## config.mk

```make
export PLATFORM = sky130hd
export DESIGN_NAME = modular_inverse_euclid
export DESIGN_NICKNAME = d
export VERILOG_FILES = /design/src/mie_pkg.sv /design/src/mie_datapath.sv /design/src/mie_ctrl.sv /design/src/modular_inverse_euclid.sv
export SDC_FILE = /design/constraint.sdc
export NUM_CORES = 2
export LEC_CHECK = 0
export BUFFER_PORTS_ARGS = -buffer_cell sky130_fd_sc_hd__buf_4
export CAP_MARGIN = 20
export CORE_MARGIN = 2
export CORE_UTILIZATION = 45
export CTS_CLUSTER_SIZE = 20
export DETAILED_ROUTE_END_ITERATION = 12
export SLEW_MARGIN = 20
export SYNTH_ARGS = -nofsm -noshare
export SYNTH_HDL_FRONTEND = slang
export SYNTH_HIERARCHICAL = 1
export SYNTH_SLANG_ARGS = --single-unit
```

## constraint.sdc

```tcl
create_clock -name i_clk -period 24.4 [get_ports i_clk]
set_clock_uncertainty 0.2 [all_clocks]
set_input_delay 1.22 -clock i_clk [delete_from_list [all_inputs] [get_ports i_clk]]
set_output_delay 1.22 -clock i_clk [all_outputs]
set_load 0.005 [all_outputs]
```

## src/mie_pkg.sv

```systemverilog
// Package with shared widths and controller/datapath interface types for the inverse unit.
`default_nettype none
package mie_pkg;
    localparam int VALUE_W     = 62;
    localparam int PRIME_W     = 31;
    localparam int PRIME_W_DEF = 31;
    localparam int COEF_W      = 64;
    localparam int CNT_W       = $clog2(VALUE_W);

    typedef struct packed {
        logic load;
        logic mul;
        logic div_init;
        logic div_step;
        logic swap;
        logic fix_a;
        logic fix_b;
        logic flag;
    } t_cmd;

    typedef struct packed {
        logic m_zero;
        logic r1_zero;
        logic gcd_one;
    } t_status;
endpackage
`default_nettype wire

```

## src/mie_datapath.sv

```systemverilog
// Datapath: modulus multiply, shift-subtract division with coefficient update, final reduction.
`default_nettype none
module mie_datapath #(
    parameter int PRIME_WIDTH = mie_pkg::PRIME_W_DEF
) (
    input  wire logic                          i_clk,
    input  wire mie_pkg::t_cmd                 i_cmd,
    output mie_pkg::t_status                   o_status,
    input  wire logic [mie_pkg::VALUE_W-1:0]   i_exponent,
    input  wire logic [mie_pkg::PRIME_W-1:0]   i_prime_a,
    input  wire logic [mie_pkg::PRIME_W-1:0]   i_prime_b,
    output logic      [mie_pkg::VALUE_W-1:0]   o_inverse,
    output logic                               o_no_inverse
);
    import mie_pkg::*;

    logic [PRIME_WIDTH-1:0] r_fa, r_fb, n_fa, n_fb;
    logic [VALUE_W-1:0]     r_m, r_r0, r_r1, r_pr, r_dv;
    logic [COEF_W-1:0]      r_s0, r_s1, r_t, r_mag;
    logic                   r_neg;
    logic [VALUE_W-1:0]     r_inv;
    logic                   r_no;
    logic [PRIME_WIDTH-1:0] pa, pb;
    logic [VALUE_W:0]       pr_sh;
    logic                   ge;
    logic [VALUE_W-1:0]     prod;
    logic [COEF_W-1:0]      m_ext, mag2, res;

    assign pa    = i_prime_a[PRIME_WIDTH-1:0];
    assign pb    = i_prime_b[PRIME_WIDTH-1:0];
    assign n_fa  = (pa != '0) ? pa - 1'b1 : '0;
    assign n_fb  = (pb != '0) ? pb - 1'b1 : '0;
    assign prod  = VALUE_W'(r_fa) * VALUE_W'(r_fb);
    assign pr_sh = {r_pr, r_dv[VALUE_W-1]};
    assign ge    = pr_sh >= {1'b0, r_r1};
    assign m_ext = COEF_W'(r_m);
    assign mag2  = (r_mag >= m_ext) ? r_mag - m_ext : r_mag;
    assign res   = r_neg ? ((mag2 != '0) ? m_ext - mag2 : '0) : mag2;

    assign o_status.m_zero  = (r_r1 == '0);
    assign o_status.r1_zero = (r_r1 == '0);
    assign o_status.gcd_one = (r_r0 == VALUE_W'(1));
    assign o_inverse    = r_inv;
    assign o_no_inverse = r_no;

    always_ff @(posedge i_clk) begin
        if (i_cmd.load) begin
            r_fa <= n_fa;
            r_fb <= n_fb;
            r_r0 <= i_exponent;
            r_s0 <= COEF_W'(1);
            r_s1 <= '0;
        end
        if (i_cmd.mul) begin
            r_r1 <= prod;
            r_m  <= prod;
        end
        if (i_cmd.div_init) begin
            r_pr <= '0;
            r_dv <= r_r0;
            r_t  <= '0;
        end
        if (i_cmd.div_step) begin
            // Quotient bits arrive most significant first, so quo*s1 builds up by Horner's rule.
            r_pr <= ge ? VALUE_W'(pr_sh - {1'b0, r_r1}) : pr_sh[VALUE_W-1:0];
            r_dv <= {r_dv[VALUE_W-2:0], 1'b0};
            r_t  <= {r_t[COEF_W-2:0], 1'b0} + (ge ? r_s1 : '0);
        end
        if (i_cmd.swap) begin
            r_r0 <= r_r1;
            r_r1 <= r_pr;
            r_s0 <= r_s1;
            r_s1 <= r_s0 - r_t;
        end
        if (i_cmd.fix_a) begin
            r_neg <= r_s0[COEF_W-1];
            r_mag <= r_s0[COEF_W-1] ? '0 - r_s0 : r_s0;
        end
        if (i_cmd.fix_b) begin
            r_inv <= res[VALUE_W-1:0];
            r_no  <= 1'b0;
        end
        if (i_cmd.flag) begin
            r_inv <= '0;
            r_no  <= 1'b1;
        end
    end
endmodule
`default_nettype wire

```

## src/mie_ctrl.sv

```systemverilog
// Controller: sequences the multiply, the Euclid rounds and the final reduction.
`default_nettype none
module mie_ctrl (
    input  wire logic              i_clk,
    input  wire logic              i_rst_n,
    input  wire logic              start,
    output logic                   busy,
    output logic                   o_done,
    output mie_pkg::t_cmd          o_cmd,
    input  wire mie_pkg::t_status  i_status
);
    import mie_pkg::*;

    typedef enum logic [2:0] {
        S_IDLE, S_MUL, S_CHK, S_DIV, S_SWAP, S_TEST, S_FIXA, S_FIXB
    } t_state;

    t_state             r_state;
    logic [CNT_W-1:0]   r_cnt;
    logic               r_done;

    assign busy   = (r_state != S_IDLE);
    assign o_done = r_done;

    always_comb begin
        o_cmd          = '0;
        o_cmd.load     = (r_state == S_IDLE) && start;
        o_cmd.mul      = (r_state == S_MUL);
        o_cmd.div_step = (r_state == S_DIV);
        o_cmd.swap     = (r_state == S_SWAP);
        o_cmd.fix_a    = (r_state == S_FIXA);
        o_cmd.fix_b    = (r_state == S_FIXB);
        o_cmd.div_init = ((r_state == S_CHK) && !i_status.m_zero) ||
                         ((r_state == S_TEST) && !i_status.r1_zero);
        o_cmd.flag     = ((r_state == S_CHK) && i_status.m_zero) ||
                         ((r_state == S_TEST) && i_status.r1_zero && !i_status.gcd_one);
    end

    always_ff @(posedge i_clk) begin
        if (!i_rst_n) begin
            r_state <= S_IDLE;
            r_cnt   <= '0;
            r_done  <= 1'b0;
        end else begin
            r_done <= 1'b0;
            unique case (r_state)
                S_IDLE: begin
                    if (start) r_state <= S_MUL;
                end
                S_MUL: r_state <= S_CHK;
                S_CHK: begin
                    r_cnt <= '0;
                    if (i_status.m_zero) begin
                        r_state <= S_IDLE;
                        r_done  <= 1'b1;
                    end else begin
                        r_state <= S_DIV;
                    end
                end
                S_DIV: begin
                    r_cnt <= r_cnt + 1'b1;
                    if (r_cnt == CNT_W'(VALUE_W - 1)) r_state <= S_SWAP;
                end
                S_SWAP: r_state <= S_TEST;
                S_TEST: begin
                    r_cnt <= '0;
                    if (!i_status.r1_zero) begin
                        r_state <= S_DIV;
                    end else if (i_status.gcd_one) begin
                        r_state <= S_FIXA;
                    end else begin
                        r_state <= S_IDLE;
                        r_done  <= 1'b1;
                    end
                end
                S_FIXA: r_state <= S_FIXB;
                S_FIXB: begin
                    r_state <= S_IDLE;
                    r_done  <= 1'b1;
                end
                default: r_state <= S_IDLE;
            endcase
        end
    end
endmodule
`default_nettype wire

```

## src/modular_inverse_euclid.sv

```systemverilog
// Top level of the modular inverse unit.
// An item is taken when start is high and busy is low; its result appears for one cycle with
// o_done high and cannot be held off. The modulus (prime_a-1)(prime_b-1) is formed first, each
// Euclid round is made of 62 shift-subtract division steps, one swap and one test, and the
// final reduction runs through S_FIXA and S_FIXB. The time is set by the bit-serial divider
// that every round goes through.
`default_nettype none
module modular_inverse_euclid #(
    parameter int PRIME_WIDTH = mie_pkg::PRIME_W_DEF
) (
    input  wire logic                         i_clk,
    input  wire logic                         i_rst_n,
    input  wire logic                         start,
    output logic                              busy,
    input  wire logic [mie_pkg::VALUE_W-1:0]  i_exponent,
    input  wire logic [mie_pkg::PRIME_W-1:0]  i_prime_a,
    input  wire logic [mie_pkg::PRIME_W-1:0]  i_prime_b,
    output logic                              o_done,
    output logic      [mie_pkg::VALUE_W-1:0]  o_inverse,
    output logic                              o_no_inverse
);
    import mie_pkg::*;

    t_cmd    cmd;
    t_status status;

    mie_ctrl u_ctrl (
        .i_clk    (i_clk),
        .i_rst_n  (i_rst_n),
        .start    (start),
        .busy     (busy),
        .o_done   (o_done),
        .o_cmd    (cmd),
        .i_status (status)
    );

    mie_datapath #(.PRIME_WIDTH(PRIME_WIDTH)) u_dp (
        .i_clk        (i_clk),
        .i_cmd        (cmd),
        .o_status     (status),
        .i_exponent   (i_exponent),
        .i_prime_a    (i_prime_a),
        .i_prime_b    (i_prime_b),
        .o_inverse    (o_inverse),
        .o_no_inverse (o_no_inverse)
    );
endmodule
`default_nettype wire

```

# After elaboration in Yosys (flattened, before gate mapping)
# Index checks and enable logic that the tools add are counted.
# word_totals
register_bits,702
latch_bits,0
ramBits,0
mem_bits_ro,0
inputBits,127
word_cells,95
mem_count,0
# classes
n_addsub,9
mul,1
div_mod_pow,0
n_lt_le_gt_ge,2
eq_ne,11
shifts,0
muxes,31
bitwise,0
reduce_logical,22
# op_table
operator,count
two-way mux 62 bit,11
two-way mux 64 bit,8
subtractor 62 bit,2
adder 64 bit,1
>= comparator 64 x 62 -> 1 bit,1
nonzero test 64 bit,1
subtractor 1 x 64 -> 64 bit (first input constant),1
subtractor 64 x 62 -> 64 bit,1
subtractor 64 bit,1
>= comparator 63 x 62 -> 1 bit,1
two-way mux 63 bit,1
equality test 62 x 1 -> 1 bit (second input constant),1
zero test 62 bit,1
multiplier 31 x 31 -> 62 bit,1
nonzero test 31 bit,2
subtractor 31 x 1 -> 31 bit (second input constant),2
case mux 3 bit (8 select lines),1
equality test 3 bit (second input constant),4
two-way mux 3 bit,4
case mux 6 bit (2 select lines),1
nonzero test 2 bit,4
adder 6 x 1 -> 6 bit (second input constant),1
equality test 3 x 2 -> 1 bit (second input constant),2
equality test 6 bit (second input constant),1
other kinds (13),22

# Depth between registers and ports, before layout
# logic_depth
ltp_word,6
depth_mapped,33

# Modules after synthesis
# Netlist, hierarchy kept.
# by_module_without_submodules
mod,n_inst,cells_each,area_each_um2,seq_area_each_um2
mie_datapath,1,8357,78377.7,20139.3
mie_ctrl,1,88,699.4,200.2

# Worst setup path before layout
# OpenSTA, ideal clock, no wires.
# synth_path
kind,reg-to-reg
startpoint,register u_dp.r_fa[10]
endpoint,register u_dp.r_r1[59] (data pin)
setup_time_ps,260
t_arrival_ps,7541
t_required_ps,23940
path_slack_ps,16400
path_stages_with_launch,30
path_buffers,1
path_cell_list,edfxtp_1 clkbuf_1 and2_1 fa_1 inv_1 fa_1 inv_1 fa_1 inv_1 fa_1 inv_1 fa_1 fa_1 fa_1 fa_1 ha_1 and4_1 and3_1 a221o_1 a21oi_1 o21a_1 o2111a_1 nor2_1 a211oi_1 o21ba_2 o31ai_1 and3_1 o22ai_1 xnor2_1 mux2_2
# synth_via
elab_chain_cells,3
# synth_rtl
item,line,source
"start, declared",mie_datapath.sv:17,"logic [PRIME_WIDTH-1:0] r_fa, r_fb, n_fa, n_fb;"
"start signal, assigned",mie_datapath.sv:48,r_fa <= n_fa;
multiplier 31 x 31 -> 62 bit,mie_datapath.sv:33,assign prod = VALUE_W'(r_fa) * VALUE_W'(r_fb);
via u_dp.prod[59],mie_datapath.sv:26,logic [VALUE_W-1:0] prod;
two-way mux 62 bit,mie_datapath.sv:54,if (i_cmd.mul) begin
two-way mux 62 bit,mie_datapath.sv:69,if (i_cmd.swap) begin
"end signal, assigned",mie_datapath.sv:55,r_r1 <= prod;
"end signal, assigned",mie_datapath.sv:71,r_r1 <= r_pr;
"end, declared",mie_datapath.sv:18,"logic [VALUE_W-1:0] r_m, r_r0, r_r1, r_pr, r_dv;"
# The timed path passes the listed nets, and every way through them passes these cells. The select of a mux whose other input is x is not followed.
# A chain may end at the register's enable or synchronous reset.

# Worst setup path in the final report
# layout_path
startpoint,register u_dp.r_r1[9]
endpoint,register u_dp.r_t[49] (data pin)
# layout_via
elab_chain_cells,4
# layout_rtl
item,line,source
>= comparator 63 x 62 -> 1 bit,mie_datapath.sv:35,"assign ge = pr_sh >= {1'b0, r_r1};"
two-way mux 64 bit,mie_datapath.sv:67,"r_t <= {r_t[COEF_W-2:0], 1'b0} + (ge ? r_s1 : '0);"
adder 64 bit,mie_datapath.sv:67,
two-way mux 64 bit,mie_datapath.sv:63,if (i_cmd.div_step) begin
"end signal, assigned",mie_datapath.sv:67,
"end, declared",mie_datapath.sv:19,"logic [COEF_W-1:0] r_s0, r_s1, r_t, r_mag;"
# No other way between the ends.

==> impl_metrics.py <==
metrics = {
    "run": {
        "drv_cap": 0,
    },
    "worst_setup_path": {
        "worst-path-buf-inv": 4,
        "crit_top_cell": "a21oi_1",
        "path_max_fanout": 98,
        "startpoint_type": "register",
        "cp.required_ns": 24.69,
        "endpoint_kind": "register",
        "max_stage_delay_ns": 0.62,
        "cp.arrival_ns": 10.16,
        "critPathSlowestCell": "a2111oi_0",
        "cp_top_family": "compound AO/OA/AOI/OAI gates",
        "setup.worst_path.class": "register to register",
    },
    "timing": {
        "rsz0062_at_grt": "no",
        "fmax_mhz": 101,
        "fin_crit_ns": 9.87,
        "setup_viol": 0,
        "tightest_slew_ns": 1.23,
        "fin_tns_setup_ns": 0,
        "max-slew-margin-rel_pct": 17.2,
        "slew_viol_final": 0,
        "hold_violations": 0,
        "post-route-period-util_pct": 40.5,
    },
    "global_route": {
        "grt_max_degree": 99,
        "grt_overflow": 0,
        "antenna_found_initial": 15,
        "grt_pass1_vias": 63300,
        "grt_pass1_wl_um": 395000,
        "track_usage_pct": 29.0,
    },
    "synthesis": {
        "yosysMostFrequentCell": "inv_1",
        "synth.distinct_cells": 90,
        "synthesis.area_mm2": 0.0791,
        "ys_seq_area_share_pct": 25.7,
        "synthAdderAreaFrac_pct": 30.3,
        "synth_top_area_share_pct": 23.8,
        "synth-xor-area-share_pct": 4.82,
        "async_reset_ff_share_pct": 0,
        "yosysTopAreaCell": "edfxtp_1",
        "yosysWarnings": 6,
        "synth_compound_area_share_pct": 12.3,
        "syn_nets": 9984,
        "synth_top_family_by_area": "adder cells",
        "yosys.area_share.simple_pct": 17.4,
        "synth_commonest_cells": "inv_1, nand2_1, fa_1, and2_1, edfxtp_1",
        "synthCells": 8445,
        "synthMuxAreaShare_pct": 2.29,
        "synth_edf_count": 628,
        "synthFlopType": "edfxtp_1",
        "synthTopCellsByArea": "edfxtp_1, fa_1, ha_1, and2_1, inv_1",
        "syn_avg_cell_area_um2": 9.36,
        "ys_ff_latch": 702,
    },
    "drt": {
        "ant_nets": 0,
        "drtPass1Iterations": 5,
        "wl_um": 259000,
        "wire_per_inst_um": 23.9,
        "viasPerCell": 5.77,
        "drt_iter0_markers": 5266,
        "drc": 0,
        "vias": 62400,
    },
    "cells_and_area": {
        "fillers": 16400,
        "finalNetCount": 9947,
        "drive_gt1_share_pct": 6.86,
        "area_delta_synth_final_pct": 8.42,
    },
    "clocking": {
        "clock-sinks": 702,
        "cts_tree": "done",
        "clkLatencyLatePin_ns": 0.77,
        "cts_hold_buf": 0,
        "cts-resized-gates": 0,
        "numCtsBuffers": 87,
        "cts_root_buf": "clkbuf_16",
        "htreeDepth": 3,
        "post_cts_buffers": 0,
        "path_clk_slew_ns": 0.06,
        "cts.path.max_buffers": 3,
    },
    "place": {
        "gp_congestion": 0.954,
        "portBuffers": 191,
        "hpwl_um": 200000,
    },
    "die": {
        "ios": 192,
        "core_area_mm2": 0.174,
        "die_w_um": 423,
        "start_util_pct": 45.4,
        "die_height_um": 423,
        "dieArea_mm2": 0.179,
        "num_rows": 153,
    },
    "worst_hold_path": {
        "hold_path.class": "register to register",
    },
    "run_status": {
        "status": "finished, final reports clean",
    },
}
[registers in the layout (all words and copies together), names as in the netlist, 64 cells and up]
name and cells:
u_dp/r_s0 64, u_dp/r_s1 64, u_dp/r_t 64, u_dp/r_mag 64
[worst register-to-register path: cells and delay by family (launching register included)]
kind | cells | cell delay, ns
compound gates | 17 | 5.23
xor+xnor | 1 | 0.14
fa+ha+maj | 2 | 0.68
buf+inv | 4 | 1.34
flops | 1 | 0.42
simple gates | 8 | 1.60
[layout make-up]
type | count | area (um2) | area share [%]
antenna | 11 | 27.5 | 0.0321
clock buffer | 107 | 2370 | 2.76
clock inverter | 52 | 664 | 0.775
inverter | 1066 | 4010 | 4.68
multi-input combinational | 6261 | 53200 | 62.1
sequential | 702 | 20300 | 23.7
tap | 2325 | 2910 | 3.39
timing repair buffer | 290 | 2190 | 2.55
[placed cells by master, fill, tap and decap left out, types with 23 or more instances in the layout]
cell type and count:
or4_1 31, a21oi_1 403, clkbuf_16 92, a31oi_1 108
nor3_1 128, nand2b_1 63, a211oi_1 40, o21ai_0 328
xor2_1 132, dfxtp_1 74, xnor2_1 301, edfxtp_1 628
and2_1 718, and3_1 53, nand3_1 81, a21o_1 206
buf_4 289, a22o_1 60, or3_1 33, inv_1 1063
nand2_1 877, ha_1 570, mux2i_1 80, o21a_1 56
o211ai_1 26, a21boi_0 23, nand4_1 91, o21bai_1 62
nor4_1 67, nor2_1 415, nor2b_1 78, fa_1 842
mux2_2 90, o31ai_1 42
[routing by layer]
| metal | track usage, % | share of wire, % | vias to the layer above |
|---|---|---|---|
| met5 | 0 | 0.0050 | - |
| met4 | 10.0 | 3.7 | 2 |
| met2 | 45.8 | 45 | 2123 |
| met1 | 40.7 | 45 | 31600 |
| li1 | - | - | 28300 |
| met3 | 3.96 | 6.5 | 383 |
[cells by family (layout without fill, tap and decap cells)]
| logic type | count (synthesis) | in the layout |
|---|---|---|
| compound gates | 1520 | 1520 |
| xor+xnor | 434 | 434 |
| fa+ha+maj | 1412 | 1412 |
| buf+inv | 1482 | 1515 |
| flops | 702 | 702 |
| mux | 170 | 170 |
| other cells | 0 | 11 |
| simple gates | 2725 | 2725 |
[final timing paths]
| check | startpoint | end | slack [ns] | cells past startpoint |
|---|---|---|---|---|
| worst min register to register | u_dp/o_inverse[21] | u_dp/o_inverse[21] | 0.27 | 2 |
| worst max-delay path | u_dp/r_r1[9] | u_dp/r_t[49] | 14.53 | 32 |
| worst max register to register | u_dp/r_r1[9] | u_dp/r_t[49] | 14.53 | 32 |
| worst min-delay path | u_dp/o_inverse[21] | u_dp/o_inverse[21] | 0.27 | 2 |
[metrics by stage]
step / area, um2 / instances / util (%) / hold slack, ns / setup slack (ns)
after floorplan: 79100 / 8445 / - / 0.246 / 16.40
after global placement: 82700 / 10600 / 47.5 / 0.265 / 14.80
after detailed placement: 82700 / 10600 / 47.5 / 0.266 / 14.67
after CTS: 85700 / 10800 / 49.2 / 0.278 / 14.66
after global routing: 85700 / 10800 / 49.2 / 0.296 / 13.96
final: 85700 / 10800 / 49.2 / 0.274 / 14.53
Power is not shown: default switching activity piles up to over one toggle a cycle in this logic, so the estimate is an artifact.
